==> src/rtl/core/tsi_pkg.sv <==
// shared types and constants of the turtle symbol interpreter
package tsi_pkg;

  // character codes that act
  localparam logic [7:0] SYM_FWD   = 8'h46;
  localparam logic [7:0] SYM_PUSH  = 8'h5B;
  localparam logic [7:0] SYM_POP   = 8'h5D;
  localparam logic [7:0] SYM_LEFT  = 8'h2B;
  localparam logic [7:0] SYM_RIGHT = 8'h2D;

  // register indexes
  localparam logic [1:0] REG_COS   = 2'd0;
  localparam logic [1:0] REG_SIN   = 2'd1;
  localparam logic [1:0] REG_DIR_X = 2'd2;
  localparam logic [1:0] REG_DIR_Y = 2'd3;

  // register reset values
  localparam logic signed [15:0] COS_RESET   = 16'sd16384;
  localparam logic signed [15:0] SIN_RESET   = 16'sd0;
  localparam logic signed [31:0] DIR_X_RESET = 32'sd0;
  localparam logic signed [31:0] DIR_Y_RESET = 32'sd6554;

  typedef enum logic [2:0] {
    OP_NONE,
    OP_FWD,
    OP_PUSH,
    OP_POP,
    OP_LEFT,
    OP_RIGHT
  } op_t;

  typedef enum logic [1:0] {
    ST_OK        = 2'd0,
    ST_OVERFLOW  = 2'd1,
    ST_EMPTY_POP = 2'd2,
    ST_SAT       = 2'd3
  } status_t;

  // classified request between front and back
  typedef struct packed {
    op_t  op;
    logic start;
  } cmd_t;

  typedef struct packed {
    logic signed [15:0] cos_angle;
    logic signed [15:0] sin_angle;
    logic signed [31:0] start_dir_x;
    logic signed [31:0] start_dir_y;
  } cfg_t;

  typedef struct packed {
    logic signed [31:0] px;
    logic signed [31:0] py;
    logic signed [31:0] dx;
    logic signed [31:0] dy;
  } turtle_t;

  typedef struct packed {
    logic               segment_valid;
    logic signed [31:0] from_x;
    logic signed [31:0] from_y;
    logic signed [31:0] to_x;
    logic signed [31:0] to_y;
    logic signed [31:0] bound_left;
    logic        [30:0] bound_right;
    logic signed [31:0] bound_down;
    logic        [30:0] bound_up;
    status_t            status;
  } res_t;

endpackage

==> src/rtl/core/tsi_fifo.sv <==
// two-entry queue
module tsi_fifo #(
  parameter int W = 8
) (
  input  logic         clk,
  input  logic         rst_n,
  input  logic         wr_en,
  input  logic [W-1:0] wr_data,
  output logic         full,
  input  logic         rd_en,
  output logic [W-1:0] rd_data,
  output logic         empty
);

  logic [W-1:0] data_r [2];
  logic         wr_ptr_r, wr_ptr_nxt;
  logic         rd_ptr_r, rd_ptr_nxt;
  logic [1:0]   count_r, count_nxt;
  logic         do_wr, do_rd;

  assign full    = (count_r == 2'd2);
  assign empty   = (count_r == 2'd0);
  assign rd_data = data_r[rd_ptr_r];
  assign do_wr   = wr_en && !full;
  assign do_rd   = rd_en && !empty;

  // pointer and fill count
  always_comb begin
    wr_ptr_nxt = do_wr ? ~wr_ptr_r : wr_ptr_r;
    rd_ptr_nxt = do_rd ? ~rd_ptr_r : rd_ptr_r;
    count_nxt  = count_r;
    if (do_wr && !do_rd) begin
      count_nxt = count_r + 2'd1;
    end else if (do_rd && !do_wr) begin
      count_nxt = count_r - 2'd1;
    end
  end

  always_ff @(posedge clk) begin
    if (!rst_n) begin
      wr_ptr_r <= 1'b0;
      rd_ptr_r <= 1'b0;
      count_r  <= 2'd0;
    end else begin
      wr_ptr_r <= wr_ptr_nxt;
      rd_ptr_r <= rd_ptr_nxt;
      count_r  <= count_nxt;
    end
  end

  // entry storage
  always_ff @(posedge clk) begin
    if (do_wr) begin
      data_r[wr_ptr_r] <= wr_data;
    end
  end

endmodule

==> src/rtl/core/tsi_front.sv <==
// front end: accepts symbols, classifies them and queues the requests
module tsi_front (
  input  logic          clk,
  input  logic          rst_n,
  input  logic          push,
  input  logic [7:0]    symbol,
  input  logic          start_req,
  output logic          full,
  input  logic          cmd_pop,
  output tsi_pkg::cmd_t cmd,
  output logic          cmd_empty
);

  tsi_pkg::cmd_t cls;
  logic [$bits(tsi_pkg::cmd_t)-1:0] q_rd;

  // symbol decode
  always_comb begin
    cls.start = start_req;
    case (symbol)
      tsi_pkg::SYM_FWD:   cls.op = tsi_pkg::OP_FWD;
      tsi_pkg::SYM_PUSH:  cls.op = tsi_pkg::OP_PUSH;
      tsi_pkg::SYM_POP:   cls.op = tsi_pkg::OP_POP;
      tsi_pkg::SYM_LEFT:  cls.op = tsi_pkg::OP_LEFT;
      tsi_pkg::SYM_RIGHT: cls.op = tsi_pkg::OP_RIGHT;
      default:            cls.op = tsi_pkg::OP_NONE;
    endcase
  end

  // queue towards the back end
  tsi_fifo #(
    .W($bits(tsi_pkg::cmd_t))
  ) u_cmd_q (
    .clk    (clk),
    .rst_n  (rst_n),
    .wr_en  (push),
    .wr_data(cls),
    .full   (full),
    .rd_en  (cmd_pop),
    .rd_data(q_rd),
    .empty  (cmd_empty)
  );

  assign cmd = tsi_pkg::cmd_t'(q_rd);

endmodule

==> config.mk <==
export PLATFORM = sky130hd
export DESIGN_NAME = tsi_front
export DESIGN_NICKNAME = d
export VERILOG_FILES = /design/src/rtl/core/tsi_pkg.sv /design/src/rtl/core/tsi_fifo.sv /design/src/rtl/core/tsi_front.sv
export SDC_FILE = /design/constraint.sdc
export NUM_CORES = 1
export LEC_CHECK = 0
export ABC_AREA = 0
export BUFFER_PORTS_ARGS = -buffer_cell sky130_fd_sc_hd__buf_2
export CAP_MARGIN = 20
export CORE_UTILIZATION = 45
export CTS_BUF_LIST = sky130_fd_sc_hd__clkbuf_8
export DETAILED_ROUTE_END_ITERATION = 10
export PLACE_DENSITY = 0.79
export SKIP_LAST_GASP = 1
export SLEW_MARGIN = 25
export SYNTH_ARGS = -nofsm -noshare
export SYNTH_HDL_FRONTEND = slang
export SYNTH_SLANG_ARGS = --single-unit
export TNS_END_PERCENT = 5
==> constraint.sdc <==
create_clock -name clk -period 1.65 [get_ports clk]
set_clock_uncertainty 0.2 [all_clocks]
set_input_delay 0 -clock clk [delete_from_list [all_inputs] [get_ports clk]]
set_output_delay 0 -clock clk [all_outputs]
set_load 0.02 [all_outputs]
==> impl_metrics.json <==
{
  "outcome": "complete, no violations",
  "finalMaxSlewViolations": 0,
  "r2r_start": "u_cmd_q.count_r[0]$_SDFFE_PN0P_",
  "pwr-share-comb_pct": 43.6,
  "synthMuxAreaShare_pct": 7.48,
  "slowest_delay_ns": 0.38,
  "ys_seq_area_share_pct": 56.5,
  "grt_overflow_total": 0,
  "synth-async-reset-ratio_pct": 0,
  "synth.yosys.warnings": 0,
  "maxCapViolCount": 0,
  "p_leak_nw": 0.387,
  "power.total_mw": 1.37,
  "post-place-ws_ns": -0.0235,
  "cp_num_buf_inv": 1,
  "worstMarginPinSlew_ns": 0.323,
  "setup_viol": 0,
  "ir_drop_v": 0.00115,
  "p_seq_share_pct": 36.1,
  "first_iter_violations": 5,
  "clock_path_buffers": 2,
  "worst-path-max-fanout": 4,
  "netlist_instances": 50,
  "fp.coreArea_sq_um": 1170,
  "avgSynthCellArea_sq_um": 12.0,
  "synth_top_family_by_area": "simple AND/OR/NAND/NOR gates",
  "finalHoldViolations": 0,
  "numCtsBuffers": 3,
  "synthFlopType": "edfxtp_1",
  "critPathRequiredTime_ns": 1.63,
  "min_path_cells": 3,
  "cp_top_family": "simple AND/OR/NAND/NOR gates",
  "wire_per_inst_um": 13.2,
  "clkSinkCount": 13,
  "avgViaCountPerCell": 5.03,
  "cp_slowest_cell": "or3_4",
  "htreeDepth": 1,
  "post_synth_and_or_nand_nor_area_fraction_pct": 19.8,
  "syn-num-nets": 64,
  "cts-root-buf": "clkbuf_8",
  "antenna_cells": 0,
  "yosys.area_share.adder_pct": 2.08,
  "min-delay-start": "symbol[1]",
  "drc": 0,
  "synth_compound_area_share_pct": 7.07,
  "synth_edf_count": 8,
  "rrSetupSlack_ns": 0.006,
  "syn_area_sq_um": 602,
  "p_switching_mw": 0.466,
  "grt_pass1_wl_um": 1920,
  "die_area_sq_um": 1490,
  "die_w_um": 38.6,
  "drtPass1Iterations": 4,
  "cts_tree": "done",
  "start_util_pct": 51.4,
  "antenna_found_initial": 0,
  "cp.depth": 6,
  "syn_to_final_growth_pct": 55.7,
  "clkPwrFrac_pct": 20.3,
  "grt_pass1_vias": 478,
  "grt.total_usage_pct": 19.6,
  "reg2reg_depth": 6,
  "slew_headroom_pct": 78.2,
  "io_pins": 19,
  "end_kind": "flop",
  "endpoint": "u_cmd_q.count_r[1]$_SDFFE_PN0P_",
  "fin_crit_sh_pct": 99.6,
  "core.rowCount": 12,
  "timing.fmax_ghz": 0.608,
  "die_h_um": 38.6,
  "nNetsFinal": 101,
  "rsz0062_at_grt": "yes",
  "power-per-cell-area_nw_per_um2": 1460,
  "min_period_ns": 1.64,
  "r2r_end": "u_cmd_q.count_r[1]$_SDFFE_PN0P_",
  "clkTransAtPathRegs_ns": 0.06,
  "final_antenna_net_count": 0,
  "port_buffers": 18,
  "grt_max_degree": 8,
  "routed-via-count": 503,
  "setup.worst_path.start": "u_cmd_q.count_r[0]$_SDFFE_PN0P_",
  "ys_types": 24,
  "internal_power_mw": 0.902,
  "drt-total-wl_um": 1320,
  "arrival_ns": 1.62,
  "gp_congestion": 0.842,
  "cp_cell_sequence": "nand2b_4, inv_4, nor2_4, ha_4, or3_4, a21boi_2",
  "ys_seq_elements": 13,
  "insertion_delay_ns": 0.24,
  "dp.final_hpwl_um": 782,
  "drive_gt1_share_pct": 48.8,
  "p_sw_share_pct": 34.1,
  "worst-setup-path-type": "reg -> reg",
  "layout_setup_ws_ns": 0.00595,
  "synth-xor-area-share_pct": 5.82,
  "hp-class": "in -> reg",
  "worstSetupStartpointType": "flop"
}
worst min path at each step:
stage	end	slack [ns]
after floorplan	u_cmd_q.data_r[0][0]$_DFFE_PP_	-0.10
after global placement	u_cmd_q.data_r[0][0]$_DFFE_PP_	-0.005
after detailed placement	u_cmd_q.data_r[0][0]$_DFFE_PP_	0.001
after CTS	u_cmd_q.data_r[1][1]$_DFFE_PP_	0.02
after global routing	u_cmd_q.data_r[1][1]$_DFFE_PP_	0.04
final	u_cmd_q.data_r[1][1]$_DFFE_PP_	0.02
sequential cells by signal, summed over array words and instances (netlist names), named ones only:
name              flops
u_cmd_q.count_r       2
u_cmd_q.rd_ptr_r      1
u_cmd_q.wr_ptr_r      1
u_cmd_q.data_r        8
stage by stage:
stage          cell area, sq um  hold slack [ns]  setup TNS [ns]  cells  utilization (%)
3_3_place_gp                743         -0.00547         -0.0127     85             63.5
5_1_grt                     937           0.0394         -0.0554    100             80.0
6_report                    937           0.0198               0    100             80.0
4_1_cts                     888           0.0161               0     99             75.9
2_1_floorplan               613           -0.101               0     50                -
3_5_place_dp                743          0.00120         -0.0235     85             63.5
layout by cell type (no fill, tap or decap), drive strengths merged:
cell         instances
ha                   1
mux2                 4
nor3                 2
xor2                 1
nor2                 2
inv                  3
o21ai                3
buf                 23
o21a                 1
a21oi                1
nand2b               2
xnor2                3
and2                 3
a21boi               2
nor2b                1
nand2                1
and4b                1
clkbuf               3
dlygate4sd3          9
edfxtp               8
nor4                 1
or3b                 1
or3                  2
dfxtp                5
nor4b                1
and3                 2
worst min-delay path: stages:
cell and delay, ns:
buf_2 0.11, or3_1 0.10, a21oi_1 0.07
power by group through the flow:
stage,Sequential [mW],Clock (mW),Combinational [mW]
4_1_cts,0.483,0.280,0.488
3_5_place_dp,0.488,0,0.447
5_1_grt,0.505,0.293,0.644
3_3_place_gp,0.482,0,0.441
2_1_floorplan,0.473,0,0.307
6_report,0.494,0.278,0.596
synth_stat cells, types with 2 or more instances:
cell,number,area (sq um)
nor2_1,2,7.51
xnor2_1,3,26.3
nor3_1,2,10.0
nand2b_1,2,12.5
or3_1,2,12.5
edfxtp_1,8,240
mux2_2,4,45.0
dfxtp_1,5,100
o21ai_0,3,15.0
inv_1,2,7.51
a21boi_0,2,15.0
and2_1,3,18.8
what timing repair did:
item	in CTS	in global routing
hold endpoints to repair	13	0
resized for setup	3	9
hold buffers	9	0
pin swaps	2	3
setup endpoints to repair	2	2
buffers inserted	1	1
area by class of cell:
type / instances / area [sq um]
fill: 68 / 234
inverter: 2 / 10.0
timing repair buffer: 32 / 218
tap: 14 / 17.5
clock buffer: 3 / 41.3
multi-input combinational: 35 / 302
clock inverter: 1 / 3.75
sequential: 13 / 345
cell families after synthesis:
group / after synthesis
and+or+nand+nor: 19
DFF: 13
AOI/OAI and AO/OA: 7
xor gates and xnor gates: 4
muxes: 4
buffers and inverters: 2
adders and majority gates: 1
metal layers:
metal / global-route usage (%) / routed length, um / share of wire [%]
met2: 33.8 / 664 / 50
met1: 22.8 / 588 / 44
met5: 0 / 0 / 0
met4: 10.3 / 18 / 1.4
met3: 3.47 / 51 / 3.9
Power figures use the tool's default switching activity.
