File: config.mk
export PLATFORM = sky130hd
export DESIGN_NAME = tsi_fifo
export DESIGN_NICKNAME = d
export VERILOG_FILES = /design/src/rtl/core/tsi_fifo.sv
export SDC_FILE = /design/constraint.sdc
export NUM_CORES = 1
export LEC_CHECK = 0
export BUFFER_PORTS_ARGS = -buffer_cell sky130_fd_sc_hd__buf_2
export CORE_UTILIZATION = 56
export CTS_BUF_LIST = sky130_fd_sc_hd__clkbuf_2
export CTS_CLUSTER_DIAMETER = 30
export CTS_CLUSTER_SIZE = 8
export DETAILED_ROUTE_END_ITERATION = 8
export MAX_ROUTING_LAYER = met4
export PLACE_DENSITY = 0.94
export SYNTH_ARGS = -nofsm -noshare
export SYNTH_HDL_FRONTEND = slang
export SYNTH_SLANG_ARGS = --single-unit
File: constraint.sdc
create_clock -name clk -period 4.1 [get_ports clk]
set_input_delay 1.23 -clock clk [delete_from_list [all_inputs] [get_ports clk]]
set_output_delay 1.23 -clock clk [all_outputs]
set_load 0.01 [all_outputs]
File: src/rtl/core/tsi_fifo.sv
// two-entry queue
module tsi_fifo #(
  parameter int W = 8
) (
  input  logic         clk,
  input  logic         rst_n,
  input  logic         wr_en,
  input  logic [W-1:0] wr_data,
  output logic         full,
  input  logic         rd_en,
  output logic [W-1:0] rd_data,
  output logic         empty
);

  logic [W-1:0] data_r [2];
  logic         wr_ptr_r, wr_ptr_nxt;
  logic         rd_ptr_r, rd_ptr_nxt;
  logic [1:0]   count_r, count_nxt;
  logic         do_wr, do_rd;

  assign full    = (count_r == 2'd2);
  assign empty   = (count_r == 2'd0);
  assign rd_data = data_r[rd_ptr_r];
  assign do_wr   = wr_en && !full;
  assign do_rd   = rd_en && !empty;

  // pointer and fill count
  always_comb begin
    wr_ptr_nxt = do_wr ? ~wr_ptr_r : wr_ptr_r;
    rd_ptr_nxt = do_rd ? ~rd_ptr_r : rd_ptr_r;
    count_nxt  = count_r;
    if (do_wr && !do_rd) begin
      count_nxt = count_r + 2'd1;
    end else if (do_rd && !do_wr) begin
      count_nxt = count_r - 2'd1;
    end
  end

  always_ff @(posedge clk) begin
    if (!rst_n) begin
      wr_ptr_r <= 1'b0;
      rd_ptr_r <= 1'b0;
      count_r  <= 2'd0;
    end else begin
      wr_ptr_r <= wr_ptr_nxt;
      rd_ptr_r <= rd_ptr_nxt;
      count_r  <= count_nxt;
    end
  end

  // entry storage
  always_ff @(posedge clk) begin
    if (do_wr) begin
      data_r[wr_ptr_r] <= wr_data;
    end
  end

endmodule

==> results of run 1 <==
==> where the power goes <==
part | switching [mW] | internal, mW | leakage, nW
clock network | 0.0565 | 0.0258 | 0.0166
registers | 0.0289 | 0.272 | 0.191
logic | 0.0867 | 0.0835 | 0.183
total | 0.172 | 0.381 | 0.390
==> cells in the final DEF (no fill, tap or decap) <==
master    netlist  final
nor3_2          1      1
a21oi_1         1      1
xor2_1          3      3
nand2b_1        1      1
and3_1          1      1
ha_1            1      1
clkbuf_2        0      4
edfxtp_1       16     16
nor2_1          5      5
or3_1           1      1
inv_1           3      3
o21a_1          1      1
dfxtp_1         5      5
a21boi_0        1      1
mux2_2          8      8
buf_2           1     21
o21ai_0         2      2
==> final cells by class <==
class	instances	area, um2	share of cell area
clock buffers	4	20.02	0.02125
inverters	3	11.26	0.01195
multi-input cells	26	206.4	0.2191
flip-flops and latches	21	580.6	0.6162
well taps	15	18.77	0.01992
repair buffers	21	105.1	0.1116
==> metal layers <==
layer	vias to the layer above	part of all wire
met4	0	0.0086
li1	231	-
met1	222	0.41
met5	-	0
met2	16	0.54
met3	2	0.038
==> worst max-delay path: cells and delay by family, from the launching register on <==
family                 cells  cell delay (ns)
flip-flops                 1             0.55
multiplexers               1             0.39
buffers and inverters      1             0.14
==> per-stage QoR <==
stage | power (mW) | worst slack [ns] | cell area (um2) | instances
floorplan | 0.4171 | 1.891 | 803.3 | 51
global placement | 0.4653 | 1.759 | 922.1 | 86
detailed placement | 0.4764 | 1.730 | 922.1 | 86
CTS | 0.5585 | 1.440 | 942.2 | 90
global route | 0.5877 | 1.391 | 942.2 | 90
finish | 0.5531 | 1.481 | 942.2 | 90
==> kinds of logic (layout without fill, tap and decap cells) <==
| logic type | after synthesis | count (layout) |
|---|---|---|
| compound gates | 5 | 5 |
| flops | 21 | 21 |
| fa+ha+maj | 1 | 1 |
| simple gates | 9 | 9 |
| mux | 8 | 8 |
| xor+xnor | 3 | 3 |
| buf+inv | 4 | 28 |
==> state kept, by name (all words and copies together), names as in the netlist, named ones only <==
| signal | flops |
|---|---|
| data_r | 16 |
| count_r | 2 |
| rd_ptr_r | 1 |
| wr_ptr_r | 1 |
==> final timing paths <==
kind	startpoint	endpoint	slack [ns]	cells past startpoint
worst max register to register	count_r[0]$_SDFFE_PN0P_	count_r[1]$_SDFFE_PN0P_	2.47	6
worst min register to register	count_r[1]$_SDFFE_PN0P_	count_r[1]$_SDFFE_PN0P_	0.55	2
worst max-delay path	flip-flop	rd_data[0]	1.48	2
worst min-delay path	count_r[1]$_SDFFE_PN0P_	count_r[1]$_SDFFE_PN0P_	0.55	2
==> run summary, run 1 <==
====================================================================================================
Run status                                                                              finished clean
Period Utilization, post-route                                                                0.6387
Synthesis Warnings                                                                                 0
Routed WL per cell                                                                          14.20 um
Required time at the worst-slack endpoint                                                    2.87 ns
Proportion of layout cells with a drive suffix above 1                                        0.4533
Total inserted antenna cells                                                                       0
Number of antenna violations at the first check in global routing                                  0
Initial DRC count                                                                                  1
TNS Setup                                                                                       0 ns
Cell leakage power                                                                         0.3899 nW
Row Count                                                                                         13
Global-route wire length before repair                                                       1966 um
Sequential area share after synthesis                                                         0.7227
Unrepaired setup endpoints after global routing                                                false
Number of standard cells after synthesis                                                          51
Worst ir drop on vdd                                                                        305.6 uV
Final worst path period need                                                                2.619 ns
Actual transition at the worst max-transition pin                                          0.6903 ns
Total global routing overflow                                                                      0
Yosys top cell area share                                                                     0.5981
Leading post-synthesis cells by cell area                                               edfxtp_1 60%, dfxtp_1 12%, mux2_2 11%
Nets                                                                                              89
Post-synthesis cell area                                                                   803.3 um2
Final core occ                                                                                0.7151
Final hold vios                                                                                    0
Global Route met2 Usage                                                                       0.3629
PostCTS Resize Cnt                                                                                 0
Via count of the first global-routing pass                                                       473
Synthesized netlist net count                                                                     64
Yosys reg bits                                                                                    21
Area of the core                                                                        0.001318 mm2
Number of top-level pins                                                                          22
Worst hold-check slack                                                                     0.5519 ns
Count of buffers from port buffering                                                              21
Post-synthesis xor/xnor area fraction                                                        0.03271
Critical Path Source Type                                                                  flip-flop
Post-synthesis mux area share                                                                 0.1121
Slew Limit Headroom                                                                           0.5373
Number of synthesized flops with an enable pin                                                    16
Synth area leader                                                                           edfxtp_1
Fill count                                                                                        96
Worst-path cell with the longest stage delay                                                 dfxtp_1
Synth Area per Inst                                                                        15.75 um2
Worst setup skew after layout                                                            0.005662 ns
Hold-fix buffer count after cts                                                                    0
Max-cap viol count                                                                                 0
Antenna-violating nets left                                                                        0
Cell breakdown of the critical path                                                     mux2_2 > buf_2
Simple-gate portion of the synthesized area                                                  0.05919
CP max FO                                                                                          8
Number of clock sinks seen by CTS                                                                 21
Via Count                                                                                        471
TritonCTS clock tree                                                                           built
Die width                                                                                   39.88 um
Number of buffers inserted to repair setup after CTS                                               0
Clock latency of the later-clocked register in the worst-skew pair                           0.31 ns
Global-route track usage on met1                                                              0.2121
Cell types with the highest counts after synthesis                                      16 x edfxtp_1, 8 x mux2_2, 5 x dfxtp_1, 5 x nor2_1
Die Footprint                                                                           0.001590 mm2
Clock-pin slew reported for the worst setup and hold paths after clock tree synthesis        0.18 ns
Fmax                                                                                       381.9 MHz
Final setup viols                                                                                  0
Main flop type after synthesis                                                              edfxtp_1
Largest stage delay on the critical path                                                     0.55 ns
DRT Wirelength                                                                               1278 um
Weighted congestion reported at the end of routability-driven placement                       0.6556
Main combinational cell family by area after synthesis                                  multiplexers
Arrival time of the worst setup path                                                         1.39 ns
Layout overhead on the synthesized area                                                       17.29%
Total half-perimeter wirelength after legalization and detailed placement                   977.3 um
Most utilized layer in the global route result                                                  met2
Area fraction in compound gates after synthesis                                              0.03738
Number of search-and-repair iterations in the first detailed-routing pass                          3
Pin count of the biggest net entering global routing                                              12
Setup crit end kind                                                                     primary output
Power density normalized to cell area                                                   587.0 mW/mm2
Chip height                                                                                 39.88 um
Post-route DRC                                                                                     0
Number of max-slew violations in the final report                                                  0
Initial cell density of the core                                                              0.6097
Most instantiated library cell after synthesis                                              edfxtp_1
Type of the setup path with the least slack                                             flip-flop to primary output
Number of unique standard cell types used by synthesis                                            16
Met3 Track Usage GR                                                                          0.03409
Hold/Removal Path Class                                                                 flip-flop to flip-flop
H-tree level count                                                                                 1
Total CTS buffers                                                                                  3
Cell at the root of the clock tree                                                          clkbuf_2
Overall Global Routing Usage                                                                  0.2077
Ys async rst share                                                                                 0
Synthesized-area fraction occupied by adder cells                                            0.01558
Maximum clock path buffer count                                                                    2
Avg Vias per Cell                                                                              5.233
====================================================================================================
Power figures use the tool's default switching activity.
==> run 2: changes to the inputs <==
--- a/config.mk
+++ b/config.mk
@@ -6,13 +6,13 @@
 export NUM_CORES = 1
 export LEC_CHECK = 0
 export BUFFER_PORTS_ARGS = -buffer_cell sky130_fd_sc_hd__buf_2
-export CORE_UTILIZATION = 56
+export CORE_UTILIZATION = 52
 export CTS_BUF_LIST = sky130_fd_sc_hd__clkbuf_2
 export CTS_CLUSTER_DIAMETER = 30
 export CTS_CLUSTER_SIZE = 8
 export DETAILED_ROUTE_END_ITERATION = 8
 export MAX_ROUTING_LAYER = met4
-export PLACE_DENSITY = 0.94
+export PLACE_DENSITY = 0.88
 export SYNTH_ARGS = -nofsm -noshare
 export SYNTH_HDL_FRONTEND = slang
 export SYNTH_SLANG_ARGS = --single-unit
==> constraint.sdc (replaced) <==
create_clock -name clk -period 2.59 [get_ports clk]
set_input_delay 0.777 -clock clk [delete_from_list [all_inputs] [get_ports clk]]
set_output_delay 0.777 -clock clk [all_outputs]
set_load 0.01 [all_outputs]
==> run 2 against run 1 <==
  * Die area increased by 7.3%
  * Sequential share of layout area down 0.49 points
  * Total power is 61% higher
  * Largest power group unchanged
==> run summary, run 2 (same netlist as run 1, synthesis figures left out) <==
====================================================================================================
Run status                                                                              finished clean
Total CTS buffers                                                                                  3
PostCTS Resize Cnt                                                                                 0
Most common cell after layout, fill and taps aside                                             buf_2
Arrival time of the worst setup path                                                         1.39 ns
Chip height                                                                                 41.31 um
Via count of the first global-routing pass                                                       395
Total inserted antenna cells                                                                       0
Worst setup skew after layout                                                             0.01031 ns
Leading registers by flop count                                                         data_r (16), count_r (2)
Type of the setup path with the least slack                                             flip-flop to primary output
Period Utilization, post-route                                                                0.8383
Number of antenna violations at the first check in global routing                                  0
TritonCTS clock tree                                                                           built
Number of max-slew violations in the final report                                                  0
Final worst path period need                                                                2.171 ns
Critical Path Source Type                                                                  flip-flop
Count of buffers from port buffering                                                              21
TNS Setup                                                                                       0 ns
Power density normalized to cell area                                                   937.8 mW/mm2
Die Footprint                                                                           0.001706 mm2
Row Count                                                                                         13
Required time at the worst-slack endpoint                                                    1.81 ns
Unrepaired setup endpoints after global routing                                                false
Max-cap viol count                                                                                 0
Clock latency of the later-clocked register in the worst-skew pair                           0.32 ns
Setup crit end kind                                                                     primary output
Initial DRC count                                                                                 24
Routed WL per cell                                                                          15.07 um
Nets                                                                                              90
Slew Limit Headroom                                                                           0.7309
Via Count                                                                                        483
Proportion of layout cells with a drive suffix above 1                                        0.4605
Weighted congestion reported at the end of routability-driven placement                       0.8110
Post-route DRC                                                                                     0
Antenna-violating nets left                                                                        0
Layout overhead on the synthesized area                                                       18.22%
Avg Vias per Cell                                                                              5.308
Actual transition at the worst max-transition pin                                          0.4036 ns
Fill count                                                                                        98
Number of clock sinks seen by CTS                                                                 21
Overall Global Routing Usage                                                                  0.1768
Cell leakage power                                                                         0.3947 nW
Die width                                                                                   41.31 um
Post-Place Worst Slack                                                                     0.6549 ns
Total half-perimeter wirelength after legalization and detailed placement                    1007 um
Area of the core                                                                        0.001366 mm2
Final setup viols                                                                                  0
CP max FO                                                                                          8
Global-route wire length before repair                                                       1704 um
Total global routing overflow                                                                      0
Hold/Removal Path Class                                                                 flip-flop to flip-flop
Cell at the root of the clock tree                                                          clkbuf_2
Area used by multi-input combinational logic                                               206.4 um2
Final worst setup slack                                                                    0.4189 ns
Number of buffers inserted to repair setup after CTS                                               0
Flip-flop count of the largest register, all copies and words added                               16
Hold-fix buffer count after cts                                                                    0
DRT Wirelength                                                                               1371 um
H-tree level count                                                                                 1
Clock-pin slew reported for the worst setup and hold paths after clock tree synthesis        0.20 ns
Largest reg by FF count                                                                       data_r
Number of search-and-repair iterations in the first detailed-routing pass                          4
Fmax                                                                                       460.6 MHz
Most frequent cells in the layout                                                       21 x buf_2, 16 x edfxtp_1, 8 x mux2_2
Initial cell density of the core                                                              0.5879
Maximum clock path buffer count                                                                    2
Final hold vios                                                                                    0
Number of top-level pins                                                                          22
Worst ir drop on vdd                                                                        619.1 uV
Pin count of the biggest net entering global routing                                              13
Storage element area                                                                       580.6 um2
====================================================================================================
[run 2: worst paths after layout]
path / from / endpoint / slack, ns / cells past startpoint
min: rd_ptr_r$_SDFFE_PN0P_ / rd_ptr_r$_SDFFE_PN0P_ / 0.56 / 2
max: flip-flop / rd_data[5] / 0.42 / 2
min reg2reg: rd_ptr_r$_SDFFE_PN0P_ / rd_ptr_r$_SDFFE_PN0P_ / 0.56 / 2
max reg2reg: count_r[0]$_SDFFE_PN0P_ / count_r[1]$_SDFFE_PN0P_ / 0.94 / 6
[run 2: per-stage QoR]
stage / util / area (um2) / total power, mW / cells / hold slack (ns)
floorplan: - / 803.3 / 0.6603 / 51 / 0.4725
global placement: 0.6804 / 929.6 / 0.7438 / 87 / 0.4866
detailed placement: 0.6804 / 929.6 / 0.7655 / 87 / 0.5116
CTS: 0.6951 / 949.7 / 0.8917 / 91 / 0.5518
global route: 0.6951 / 949.7 / 0.9408 / 91 / 0.5742
finish: 0.6951 / 949.7 / 0.8906 / 91 / 0.5550
[run 2: area by class of cell]
type                       instances  share of cell area
multi-input combinational         26              0.2174
timing repair buffer              22              0.1186
sequential                        21              0.6113
tap                               15             0.01976
clock inverter                     1            0.005270
inverter                           3             0.01186
clock buffer                       3             0.01581
[run 2: layer usage]
layer / up-vias / share of wire / track usage
met4: 0 / 0.0036 / 0.1210
met5: - / 0 / -
met1: 213 / 0.41 / 0.1888
met3: 2 / 0.088 / 0.06383
met2: 34 / 0.49 / 0.2734
li1: 234 / - / -
[run 2: critical path, stage by stage, from the launching register on]
cell,delay [ns]
dfxtp_1,0.56
mux2_2,0.39
buf_2,0.14
[run 2: power by group]
group	internal [mW]	total, mW	switching, mW
logic	0.138	0.285	0.147
registers	0.429	0.474	0.0443
clock network	0.0350	0.132	0.0970
total	0.602	0.891	0.288
==> run 3: changes to the inputs <==
==> constraint.sdc (replaced) <==
create_clock -name clk -period 2 [get_ports clk]
set_input_delay 0.6 -clock clk [delete_from_list [all_inputs] [get_ports clk]]
set_output_delay 0.6 -clock clk [all_outputs]
set_load 0.01 [all_outputs]
==> run 3 against run 2 <==
  * Critical path depth unchanged
  * Setup slack worse by 0.32 ns
  * Hold slack lost 0.097 ns
  * Via count up 1.7%
  * Critical path type unchanged
  * Final cell count did not move
  * Count of clock-buffer cells in the layout up 1
==> run summary, run 3 (same netlist as run 1, synthesis figures left out) <==
====================================================================================================
Number of search-and-repair iterations in the first detailed-routing pass                          4
H-tree level count                                                                                 1
TritonCTS clock tree                                                                           built
Most utilized layer in the global route result                                                  met2
Antenna-violating nets left                                                                        0
Final hold vios                                                                                    0
Total inserted antenna cells                                                                       0
Setup crit end kind                                                                     primary output
Global-route wire length before repair                                                       1938 um
Run status                                                                              finished clean
Post-route DRC                                                                                     0
Final setup viols                                                                                  0
Register-to-Register Setup Slack                                                             0.31 ns
Worst setup skew after layout                                                             0.01187 ns
Initial DRC count                                                                                  5
Cell at the root of the clock tree                                                          clkbuf_2
Placement Cell Area                                                                        929.6 um2
Cells on Worst Hold Path                                                                           1
WHS Endpoint                                                                            data_r[1][6]$_DFFE_PP_
Via Count                                                                                        491
Type of the setup path with the least slack                                             flip-flop to primary output
Unrepaired setup endpoints after global routing                                                false
Most common cell after layout, fill and taps aside                                             buf_2
Number of cells traversed by the worst register-to-register path                                   6
Number of max-slew violations in the final report                                                  0
Weighted congestion reported at the end of routability-driven placement                       0.7961
Fmax                                                                                       525.2 MHz
Chip height                                                                                 41.31 um
TNS Setup                                                                                       0 ns
Cell leakage power                                                                         0.3953 nW
Maximum clock path buffer count                                                                    2
Power density normalized to cell area                                                    1218 mW/mm2
Proportion of layout cells with a drive suffix above 1                                        0.4737
Hold/Removal Path Class                                                                 primary input to flip-flop
Critical Path Source Type                                                                  flip-flop
Leading registers by flop count                                                         data_r (16), count_r (2)
Hold-fix buffer count after cts                                                                    0
Design area                                                                                950.9 um2
Slew Limit Headroom                                                                           0.7274
Flip-flop count of the largest register, all copies and words added                               16
Global Route met2 Usage                                                                       0.3281
Critical R2R Capture                                                                    count_r[1]$_SDFFE_PN0P_
Via count of the first global-routing pass                                                       432
Total half-perimeter wirelength after legalization and detailed placement                    1036 um
Count of buffers from port buffering                                                              21
Max-cap viol count                                                                                 0
CP max FO                                                                                          8
Most frequent cells in the layout                                                       21 x buf_2, 16 x edfxtp_1, 8 x mux2_2
Avg Vias per Cell                                                                              5.396
Pin count of the biggest net entering global routing                                              12
Die Footprint                                                                           0.001706 mm2
Global-route track usage on met1                                                              0.2411
Row Count                                                                                         13
Worst ir drop on vdd                                                                        782.0 uV
Critical register-to-register path startpoint                                           count_r[0]$_SDFFE_PN0P_
Total global routing overflow                                                                      0
Arrival time of the worst setup path                                                         1.30 ns
Overall Global Routing Usage                                                                  0.1976
Worst min-delay path startpoint                                                           wr_data[6]
Number of top-level pins                                                                          22
Number of antenna violations at the first check in global routing                                  0
Largest reg by FF count                                                                       data_r
Total CTS buffers                                                                                  3
Number of clock sinks seen by CTS                                                                 21
Die width                                                                                   41.31 um
Routed WL per cell                                                                          15.86 um
Layout overhead on the synthesized area                                                       18.38%
Nets                                                                                              90
Met3 Track Usage GR                                                                          0.03723
Required time at the worst-slack endpoint                                                    1.40 ns
Clock latency of the later-clocked register in the worst-skew pair                           0.31 ns
Initial cell density of the core                                                              0.5879
Clock-pin slew reported for the worst setup and hold paths after clock tree synthesis        0.18 ns
Final worst path period need                                                                1.904 ns
Number of buffers inserted to repair setup after CTS                                               0
Area of the core                                                                        0.001366 mm2
Actual transition at the worst max-transition pin                                          0.4089 ns
Period Utilization, post-route                                                                0.9519
DRT Wirelength                                                                               1443 um
====================================================================================================
## run 3: cell type report
cell class	count	area (um2)
Inverter	3	11.26
Clock buffer	4	20.02
Tap cell	15	18.77
Multi-Input combinational cell	26	206.4
Sequential cell	21	581.8
Timing Repair Buffer	22	112.6
Fill cell	107	415.4
## run 3: worst max path at each step
stage	startpoint	end	slack (ns)
2_1_floorplan	rd_en	count_r[1]$_SDFFE_PN0P_	0.42
3_3_place_gp	rd_en	count_r[1]$_SDFFE_PN0P_	0.30
3_5_place_dp	wr_en	count_r[1]$_SDFFE_PN0P_	0.24
4_1_cts	flip-flop	rd_data[7]	0.08
5_1_grt	flip-flop	rd_data[7]	0.03
6_report	flip-flop	rd_data[7]	0.1
## run 3: metrics by stage
step           power [mW]  setup WS, ns  hold WS [ns]  instances    util
6_report            1.158       0.09613        0.4579         91  0.6960
3_3_place_gp       0.9639        0.2985        0.4875         87  0.6804
5_1_grt             1.228       0.02845        0.4444         91  0.6960
2_1_floorplan      0.8551        0.4211        0.4725         51       -
4_1_cts             1.169       0.07593        0.4582         91  0.6960
3_5_place_dp       0.9912        0.2371        0.5082         87  0.6804
## run 3: per-layer routing
metal | vias to the layer above | share of wire | wire [um]
met1 | 231 | 0.41 | 588
met4 | 0 | 0.0097 | 14
met5 | - | 0 | 0
met2 | 21 | 0.53 | 758
li1 | 235 | - | -
met3 | 4 | 0.056 | 81
## run 3: timing repair
item | CTS | global route
gates resized for setup | 1 | 0
endpoints found under the hold margin | 0 | 0
endpoints found under the setup margin | 8 | 0
## run 3: critical path, cell delays in order, from the launching register on
cell and delay [ns]:
dfxtp_2 0.48, mux2_2 0.37, buf_2 0.15
## run 3: where the power goes
group,leakage (nW),switching [mW],internal (mW)
registers,0.191,0.0590,0.558
clock network,0.0166,0.118,0.0530
logic,0.188,0.191,0.179
total,0.395,0.368,0.790
